==> src/rtl/rate_limited_vehicle_kinematics_step_top_defines.svh <==
// Assertion macros of the kinematics step top level.
`ifndef RATE_LIMITED_VEHICLE_KINEMATICS_STEP_TOP_DEFINES_SVH
`define RATE_LIMITED_VEHICLE_KINEMATICS_STEP_TOP_DEFINES_SVH

// Same-cycle implication, sampled on the rising clock, off while in reset.
`define RLVK_ASSERT(label, ante, cons, msg) \
  label: assert property (@(posedge clk_i) disable iff (!rst_ni) (ante) |-> (cons)) \
    else $error(msg);

// Next-cycle implication, sampled on the rising clock, off while in reset.
`define RLVK_ASSERT_NXT(label, ante, cons, msg) \
  label: assert property (@(posedge clk_i) disable iff (!rst_ni) (ante) |=> (cons)) \
    else $error(msg);

`endif

==> src/rtl/rlvk_pkg.sv <==
// Shared constants, types and helpers of the kinematics step block.
`timescale 1ns / 1ps
package rlvk_pkg;

  localparam int NUM_W    = 54;
  localparam int DEN_W    = 26;
  localparam int DIV_ITER = NUM_W / 2;
  localparam int MA_W     = 34;
  localparam int MB_W     = 33;
  localparam int P_W      = MA_W + MB_W;

  localparam logic [DEN_W-1:0] US_PER_S = DEN_W'(1000000);
  localparam logic [DEN_W-1:0] POS_DIV  = DEN_W'(65536000);
  localparam logic [30:0]      Q30_ONE  = 31'h4000_0000;

  localparam logic [2:0] REG_HEADING_GAIN   = 3'd0;
  localparam logic [2:0] REG_HEADING_LAG    = 3'd1;
  localparam logic [2:0] REG_MAX_TURN_RATE  = 3'd2;
  localparam logic [2:0] REG_MAX_FWD_SPEED  = 3'd3;
  localparam logic [2:0] REG_MAX_REV_SPEED  = 3'd4;
  localparam logic [2:0] REG_ACCEL_LIMIT    = 3'd5;
  localparam logic [2:0] REG_MAX_DEPTH_RATE = 3'd6;
  localparam logic [2:0] REG_FLOOR_DEPTH    = 3'd7;

  localparam logic [1:0] FR_DEPTH = 2'd0;
  localparam logic [1:0] FR_OTHER = 2'd3;

  typedef enum logic [5:0] {
    ST_IDLE, ST_ERR, ST_GMUL, ST_GRND, ST_EMUL, ST_EDIV, ST_DEM,
    ST_LMUL, ST_LDIV, ST_LUPD, ST_HMUL, ST_HDIV, ST_HUPD,
    ST_AMUL, ST_ADIV, ST_AUPD, ST_DMUL, ST_DDIV, ST_DUPD,
    ST_SANG, ST_XMUL, ST_X2, ST_TMUL, ST_TDIV, ST_TUPD,
    ST_SMUL, ST_SRND, ST_VMUL, ST_VSUM, ST_PMUL, ST_PDIV, ST_PUPD,
    ST_DWAIT, ST_DONE
  } state_e;

  typedef struct packed {
    logic             start;
    logic [NUM_W-1:0] num;
    logic [DEN_W-1:0] den;
  } div_req_t;

  typedef struct packed {
    logic             busy;
    logic             done;
    logic [NUM_W-1:0] quo;
  } div_rsp_t;

  // Wraps an angle into [-pi, pi) in Q2.13; one correction covers the input range.
  function automatic logic signed [15:0] wrap_ang(input logic signed [17:0] x);
    logic signed [18:0] r;
    r = 19'(x) + 19'sd25736;
    if (r < 0) begin
      r = r + 19'sd51472;
    end else if (r >= 19'sd51472) begin
      r = r - 19'sd51472;
    end
    return 16'(r - 19'sd25736);
  endfunction

  // Divisors of the sine series, innermost term first.
  function automatic logic [DEN_W-1:0] taylor_div(input logic [2:0] i);
    logic [DEN_W-1:0] d;
    case (i)
      3'd0:    d = DEN_W'(110);
      3'd1:    d = DEN_W'(72);
      3'd2:    d = DEN_W'(42);
      3'd3:    d = DEN_W'(20);
      default: d = DEN_W'(6);
    endcase
    return d;
  endfunction

endpackage

==> src/rtl/rlvk_div.sv <==
// Radix-4 restoring divider shared by every quotient of the step.
`timescale 1ns / 1ps
module rlvk_div (
  input  logic                clk_i,
  input  logic                rst_ni,
  input  rlvk_pkg::div_req_t  req_i,
  output rlvk_pkg::div_rsp_t  rsp_o
);

  logic                       busy_q, done_q;
  logic [4:0]                 cnt_q;
  logic [rlvk_pkg::NUM_W-1:0] n_q, n_d;
  logic [rlvk_pkg::DEN_W-1:0] r_q, r_d, d_q, r1;
  logic [rlvk_pkg::DEN_W:0]   t1, t2;
  logic                       b1, b2;

  // Two quotient bits per cycle.
  always_comb begin
    t1 = {r_q, n_q[rlvk_pkg::NUM_W-1]};
    if (t1 >= {1'b0, d_q}) begin
      r1 = rlvk_pkg::DEN_W'(t1 - {1'b0, d_q});
      b1 = 1'b1;
    end else begin
      r1 = t1[rlvk_pkg::DEN_W-1:0];
      b1 = 1'b0;
    end
    t2 = {r1, n_q[rlvk_pkg::NUM_W-2]};
    if (t2 >= {1'b0, d_q}) begin
      r_d = rlvk_pkg::DEN_W'(t2 - {1'b0, d_q});
      b2  = 1'b1;
    end else begin
      r_d = t2[rlvk_pkg::DEN_W-1:0];
      b2  = 1'b0;
    end
    n_d = {n_q[rlvk_pkg::NUM_W-3:0], b1, b2};
  end

  always_ff @(posedge clk_i or negedge rst_ni) begin
    if (!rst_ni) begin
      busy_q <= 1'b0;
      done_q <= 1'b0;
      cnt_q  <= '0;
    end else begin
      done_q <= 1'b0;
      if (req_i.start) begin
        busy_q <= 1'b1;
        cnt_q  <= '0;
      end else if (busy_q) begin
        cnt_q <= cnt_q + 5'd1;
        if (cnt_q == 5'(rlvk_pkg::DIV_ITER - 1)) begin
          busy_q <= 1'b0;
          done_q <= 1'b1;
        end
      end
    end
  end

  always_ff @(posedge clk_i) begin
    if (req_i.start) begin
      n_q <= req_i.num;
      r_q <= '0;
      d_q <= req_i.den;
    end else if (busy_q) begin
      n_q <= n_d;
      r_q <= r_d;
    end
  end

  assign rsp_o.busy = busy_q;
  assign rsp_o.done = done_q;
  assign rsp_o.quo  = n_q;

endmodule

==> config.mk <==
export PLATFORM = sky130hd
export DESIGN_NAME = rlvk_div
export DESIGN_NICKNAME = d
export VERILOG_FILES = /design/src/rtl/rate_limited_vehicle_kinematics_step_top_defines.svh /design/src/rtl/rlvk_pkg.sv /design/src/rtl/rlvk_div.sv
export SDC_FILE = /design/constraint.sdc
export NUM_CORES = 1
export LEC_CHECK = 0
export ABC_AREA = 1
export BUFFER_PORTS_ARGS = -buffer_cell sky130_fd_sc_hd__buf_2
export CORE_UTILIZATION = 40
export CTS_CLUSTER_DIAMETER = 200
export DETAILED_ROUTE_END_ITERATION = 8
export GPL_TIMING_DRIVEN = 0
export PLACE_DENSITY = 0.62
export SLEW_MARGIN = 10
export SYNTH_ARGS = -nofsm -noshare
export SYNTH_HDL_FRONTEND = slang
export SYNTH_SLANG_ARGS = --single-unit
==> constraint.sdc <==
create_clock -name clk_i -period 4.6 [get_ports clk_i]
set_input_delay 0.92 -clock clk_i [delete_from_list [all_inputs] [get_ports clk_i]]
set_output_delay 0.92 -clock clk_i [all_outputs]
set_load 0.05 [all_outputs]
# After elaboration in Yosys (flattened, before gate mapping)
# Cells that the tools add are included.
[totals]
reg_bits = 113
in_bits = 83
output_inout_bits = 56
elab_cells = 27
[classes]
n_addsub = 3
order_cmp = 2
eq_ne = 1
muxes = 14
n_reduce_logical = 1
[op_table]
columns = ["operator", "count"]
rows = [
  ["2-to-1 mux 54 bit", 2],
  [">= comparator 27 x 26 -> 1 bit", 2],
  ["2-to-1 mux 26 bit", 2],
  ["subtractor 26 bit", 2],
  ["2-to-1 mux 5 bit", 2],
  ["2-to-1 mux 1 bit", 8],
  ["adder 5 x 1 -> 5 bit, second input constant", 1],
  ["== test 5 bit, second input constant", 1],
  ["nonzero test 2 bit", 1],
]

# Depth between registers and ports, before layout
[logic_depth]
word_depth = 6
depth_mapped = 32
depth_no_buf = 29

# Worst setup path before layout
# OpenSTA, ideal clock, no wires.
[synth_path]
path_kind = "reg2reg"
from = "register n_q[53] in the netlist's numbering"
to = "register n_q[0] in the netlist's numbering, data pin"
setup_time_ns = 0.270
arrival_ns = 3.504
required_ns = 4.330
slack_ns = 0.826
stages_incl_launch_ff = 25
path_buffers = 1
period_less_slack_ns = 3.774
cell_sequence = "edfxtp_1 inv_1 ha_1 inv_1 fa_1 nand3_1 nand3_1 nand2_1 nand2_1 nand2_1 nand3b_1 nand2_1 nand2_1 o21ai_2 inv_1 ha_1 nand2_1 nor2_2 nand2_1 nor2_1 a21boi_0 a21oi_2 nor2_4 buf_6 a31oi_1"
[synth_between]
elab_chain_len = 6
word_cells_on_any_way = 7
classes_between = "add/sub (1); order compare (2); mux (4)"
[synth_lines]
columns = ["element", "line_no", "text"]
rows = [
  ["start: declaration", "rlvk_div.sv:12", "logic [rlvk_pkg::NUM_W-1:0] n_q, n_d;"],
  ["start signal: assignment", "rlvk_div.sv:60", "n_q <= req_i.num;"],
  ["start signal: assignment", "rlvk_div.sv:64", "n_q <= n_d;"],
  ["subtractor 26 bit or >= comparator 27 x 26 -> 1 bit (tied branches)", "rlvk_div.sv:21, rlvk_div.sv:20", ""],
  ["2-to-1 mux 26 bit *", "rlvk_div.sv:20", "if (t1 >= {1'b0, d_q}) begin"],
  [">= comparator 27 x 26 -> 1 bit *", "rlvk_div.sv:28", "if (t2 >= {1'b0, d_q}) begin"],
  ["2-to-1 mux 1 bit *", "rlvk_div.sv:28", ""],
  ["2-to-1 mux 54 bit *", "rlvk_div.sv:63", "end else if (busy_q) begin"],
  ["2-to-1 mux 54 bit *", "rlvk_div.sv:59", "if (req_i.start) begin"],
]
# Every way passes the cells marked *; elsewhere a longest branch is shown, timed or not. The select of a mux whose other input is x is not followed.
# A chain may end at the register's enable or synchronous reset.

# Worst setup path in the final report
[layout_path]
from = "register d_q[10] in the netlist's numbering"
to = "register r_q[22] in the netlist's numbering"
[layout_between]
elab_chain_len = 4
word_cells_on_any_way = 6
classes_between = "add/sub (2); order compare (2); mux (2)"
[layout_lines]
columns = ["element", "line_no", "text"]
rows = [
  ["start: declaration", "rlvk_div.sv:13", "logic [rlvk_pkg::DEN_W-1:0] r_q, r_d, d_q, r1;"],
  ["start signal: assignment", "rlvk_div.sv:62", "d_q <= req_i.den;"],
  ["subtractor 26 bit or >= comparator 27 x 26 -> 1 bit (tied branches)", "rlvk_div.sv:21, rlvk_div.sv:20", ""],
  ["2-to-1 mux 26 bit", "rlvk_div.sv:20", ""],
  ["subtractor 26 bit or >= comparator 27 x 26 -> 1 bit (tied branches)", "rlvk_div.sv:29, rlvk_div.sv:28", ""],
  ["2-to-1 mux 26 bit *", "rlvk_div.sv:28", ""],
  ["end signal: assignment", "rlvk_div.sv:65", "r_q <= r_d;"],
  ["end: declaration", "rlvk_div.sv:13", ""],
]
# Every way passes the cells marked *; elsewhere a longest branch is shown, timed or not.

==> impl_metrics.py <==
metrics = {
    "setup_path": {
        "path_common_cell": "nand2_1",
        "reg2reg_slack_ns": 0.36,
        "endpoint_kind": "register",
        "crit_fanout": 10,
        "reg2reg_to": "r_q[22]",
        "cp.required_ns": 4.91,
        "r2r-start": "d_q[10]",
        "ff2ff_path_depth": 29,
        "cpMaxStageDelayCell": "edfxtp_1",
        "slowest_delay_ns": 0.35,
        "arrival_ns": 4.55,
        "crit_type": "register to register",
        "crit_path_start_kind": "register",
    },
    "timing": {
        "rsz0062_at_grt": "false",
        "worst_slew_pin_slew_ns": 1.02,
        "skew_ns": 0.0154,
        "fin_crit_sh_pct": 92.2,
        "hold_viol": 0,
        "max_slew_margin_pct": 31.6,
        "final.setup.tns_ns": 0,
        "drv_slew": 0,
        "layout_min_cycle_time_ns": 4.24,
        "whs_ns": 0.317,
        "fmax_mhz": 236,
        "setup_viol": 0,
    },
    "yosys": {
        "async_flop_share_pct": 6.19,
        "yosys.cell_count.top_type": "nand2_1",
        "synth_area_leaders": "edfxtp_1 (27%), nand2_1 (23%), inv_1 (8.6%)",
        "synth_edf_count": 80,
        "synth_nets": 1414,
        "ys_seq_area_share_pct": 35.3,
        "synth_area_sq_mm": 0.00877,
        "synth_cell_type_count": 47,
        "syn_area_per_cell_sq_um": 6.88,
        "ys_seq_elements": 113,
        "syn_inst": 1275,
        "synth_common_cells": "nand2_1 (530), inv_1 (201), nand3_1 (96), edfxtp_1 (80), nor2_1 (60)",
        "synthFlopType": "edfxtp_1",
        "synth_warnings": 0,
        "yosysTopAreaCellShare_pct": 27.4,
        "synth_top_area_cell": "edfxtp_1",
    },
    "floorplanning": {
        "io_pins": 139,
        "die_x_um": 150,
        "die_y_um": 150,
        "core_region_area_sq_mm": 0.0213,
        "dieArea_sq_mm": 0.0225,
        "rows": 53,
        "start_util_pct": 41.2,
    },
    "clock_network": {
        "cts_buffer_depth": 2,
        "h-tree-depth": 4,
        "numCtsBuffers": 17,
        "clkSlewWorstSetupHoldPaths_ns": 0.07,
        "cts.sinks": 113,
        "cts_root_buf": "clkbuf_16",
        "cts_tree": "built",
        "clk_latency_ns": 0.42,
    },
    "power_and_ir_drop": {
        "internal_power_w": 0.00412,
        "pwr-share-seq_pct": 16.9,
        "combinationalPowerShare_pct": 67.2,
        "power.share.clock_pct": 15.9,
        "p_leak_nw": 5.67,
        "power.switching_fraction_pct": 51.5,
        "irDropWorstVdd_mv": 0.317,
        "p_sw_w": 0.00437,
        "power_density_mw_per_mm2": 813,
    },
    "final_layout": {
        "drive_above_1_share_pct": 16.8,
        "area_growth_pct": 19.1,
        "antennaDiodeCount": 0,
        "stdcell_count": 1723,
        "fin_nets": 1574,
    },
    "grt": {
        "antenna_found_initial": 0,
        "overflow": 0,
        "grt_max_degree": 38,
        "grt_pass1_vias": 8243,
        "grt_pass1_wl_um": 41400,
        "globalRouteTotalUtil_pct": 24.0,
    },
    "place": {
        "dp.cells": 1689,
        "hpwl_um": 20900,
        "gp_congestion": 0.911,
        "port_buffers": 138,
    },
    "detailed_routing": {
        "wl_per_cell_um": 14.9,
        "first_pass_iters": 5,
        "postRouteAntennaNets": 0,
        "drt_iter0_drc": 428,
        "drt-total-wl_um": 25600,
        "vias": 8385,
        "vias_per_cell": 4.87,
        "route.detailed.drc": 0,
    },
    "worst_hold_path": {
        "min_path_type": "input port to asynchronous set/reset pin",
    },
    "job": {
        "drv_cap": 0,
    },
    "run_status": {
        "status": "complete, no violations",
    },
}
-- what timing repair did --
item                                    4_1_cts  5_1_grt
endpoints found under the setup margin        0       27
endpoints found under the hold margin         0        0
gates resized for setup                       0        7
hold buffers                                  0        0
buffers inserted                              0        2
-- cell type report --
class	count	area (sq um)
plain buffers	30	201
clock buffers	17	425
clock inverters	15	173
fillers	2186	10800
inverters	204	766
multi-input cells	928	4720
flip-flops and latches	113	3100
well taps	275	344
repair buffers	141	726
-- per-layer routing --
layer / wire length [um] / track usage [%]
met5: 0 / 0
met4: 811 / 10.2
met3: 1410 / 3.97
met2: 12000 / 40.9
met1: 11300 / 29.7
-- worst max path at each step --
stage                 start       to  slack (ns)  depth (start not counted)
floorplan           n_q[53]   n_q[0]        0.83                         24
global placement    n_q[53]   n_q[0]        0.19                         26
detailed placement  n_q[53]   n_q[0]        0.13                         26
CTS                 n_q[53]   n_q[0]        0.11                         26
global route        d_q[10]  r_q[18]       0.007                         29
finish              d_q[10]  r_q[22]        0.36                         29
-- state kept, by name, summed over array words and instances, names as in the netlist --
name / cells
d_q: 26
done_q: 1
n_q: 54
cnt_q: 5
busy_q: 1
r_q: 26
-- metrics by stage --
| step | setup slack [ns] | power [W] | utilization [%] | cell area (sq um) |
|---|---|---|---|---|
| floorplan | 0.826 | 0.00574 | - | 8770 |
| global placement | 0.194 | 0.00703 | 46.1 | 9810 |
| detailed placement | 0.134 | 0.00705 | 46.2 | 9830 |
| CTS | 0.113 | 0.00845 | 49.0 | 10400 |
| global route | 0.00668 | 0.00928 | 49.1 | 10500 |
| finish | 0.361 | 0.00849 | 49.1 | 10500 |
-- cell usage in the layout, fill, tap and decap left out, types with 15 or more instances in the layout --
cell | netlist | routed
ha_1 | 54 | 54
a21oi_1 | 44 | 44
clkbuf_16 | 0 | 17
edfxtp_1 | 80 | 80
nand2_2 | 14 | 15
nor2_1 | 60 | 60
buf_2 | 4 | 142
dfxtp_1 | 26 | 26
xnor2_1 | 18 | 18
nand2_1 | 530 | 529
nand3_1 | 96 | 95
nand4_1 | 15 | 15
inv_1 | 201 | 198
o21ai_0 | 17 | 17
-- cell families after synthesis --
family                     count (synthesis)  share of synthesized area (%)
xor gates and xnor gates                  31                           3.10
and+or+nand+nor                          750                           36.2
adders and majority gates                 56                           8.16
buffers and inverters                    234                           11.0
AOI/OAI and AO/OA                         91                           6.19
DFF                                      113                           35.3
-- power by group through the flow --
stage / Clock (W) / Sequential, W / Combinational, W
4_1_cts: 0.00136 / 0.00143 / 0.00565
5_1_grt: 0.00141 / 0.00146 / 0.00641
3_3_place_gp: 0 / 0.00145 / 0.00557
6_report: 0.00135 / 0.00144 / 0.00571
3_5_place_dp: 0 / 0.00145 / 0.00560
2_1_floorplan: 0 / 0.00161 / 0.00414
-- critical path, delay by kind of cell (launching register included) --
kind / cells / cell delay, ns
and+or+nand+nor: 18 / 2.06
buffers and inverters: 7 / 0.73
adders and majority gates: 2 / 0.66
DFF: 1 / 0.35
AOI/OAI and AO/OA: 2 / 0.30
(Power assumes the default switching activity.)
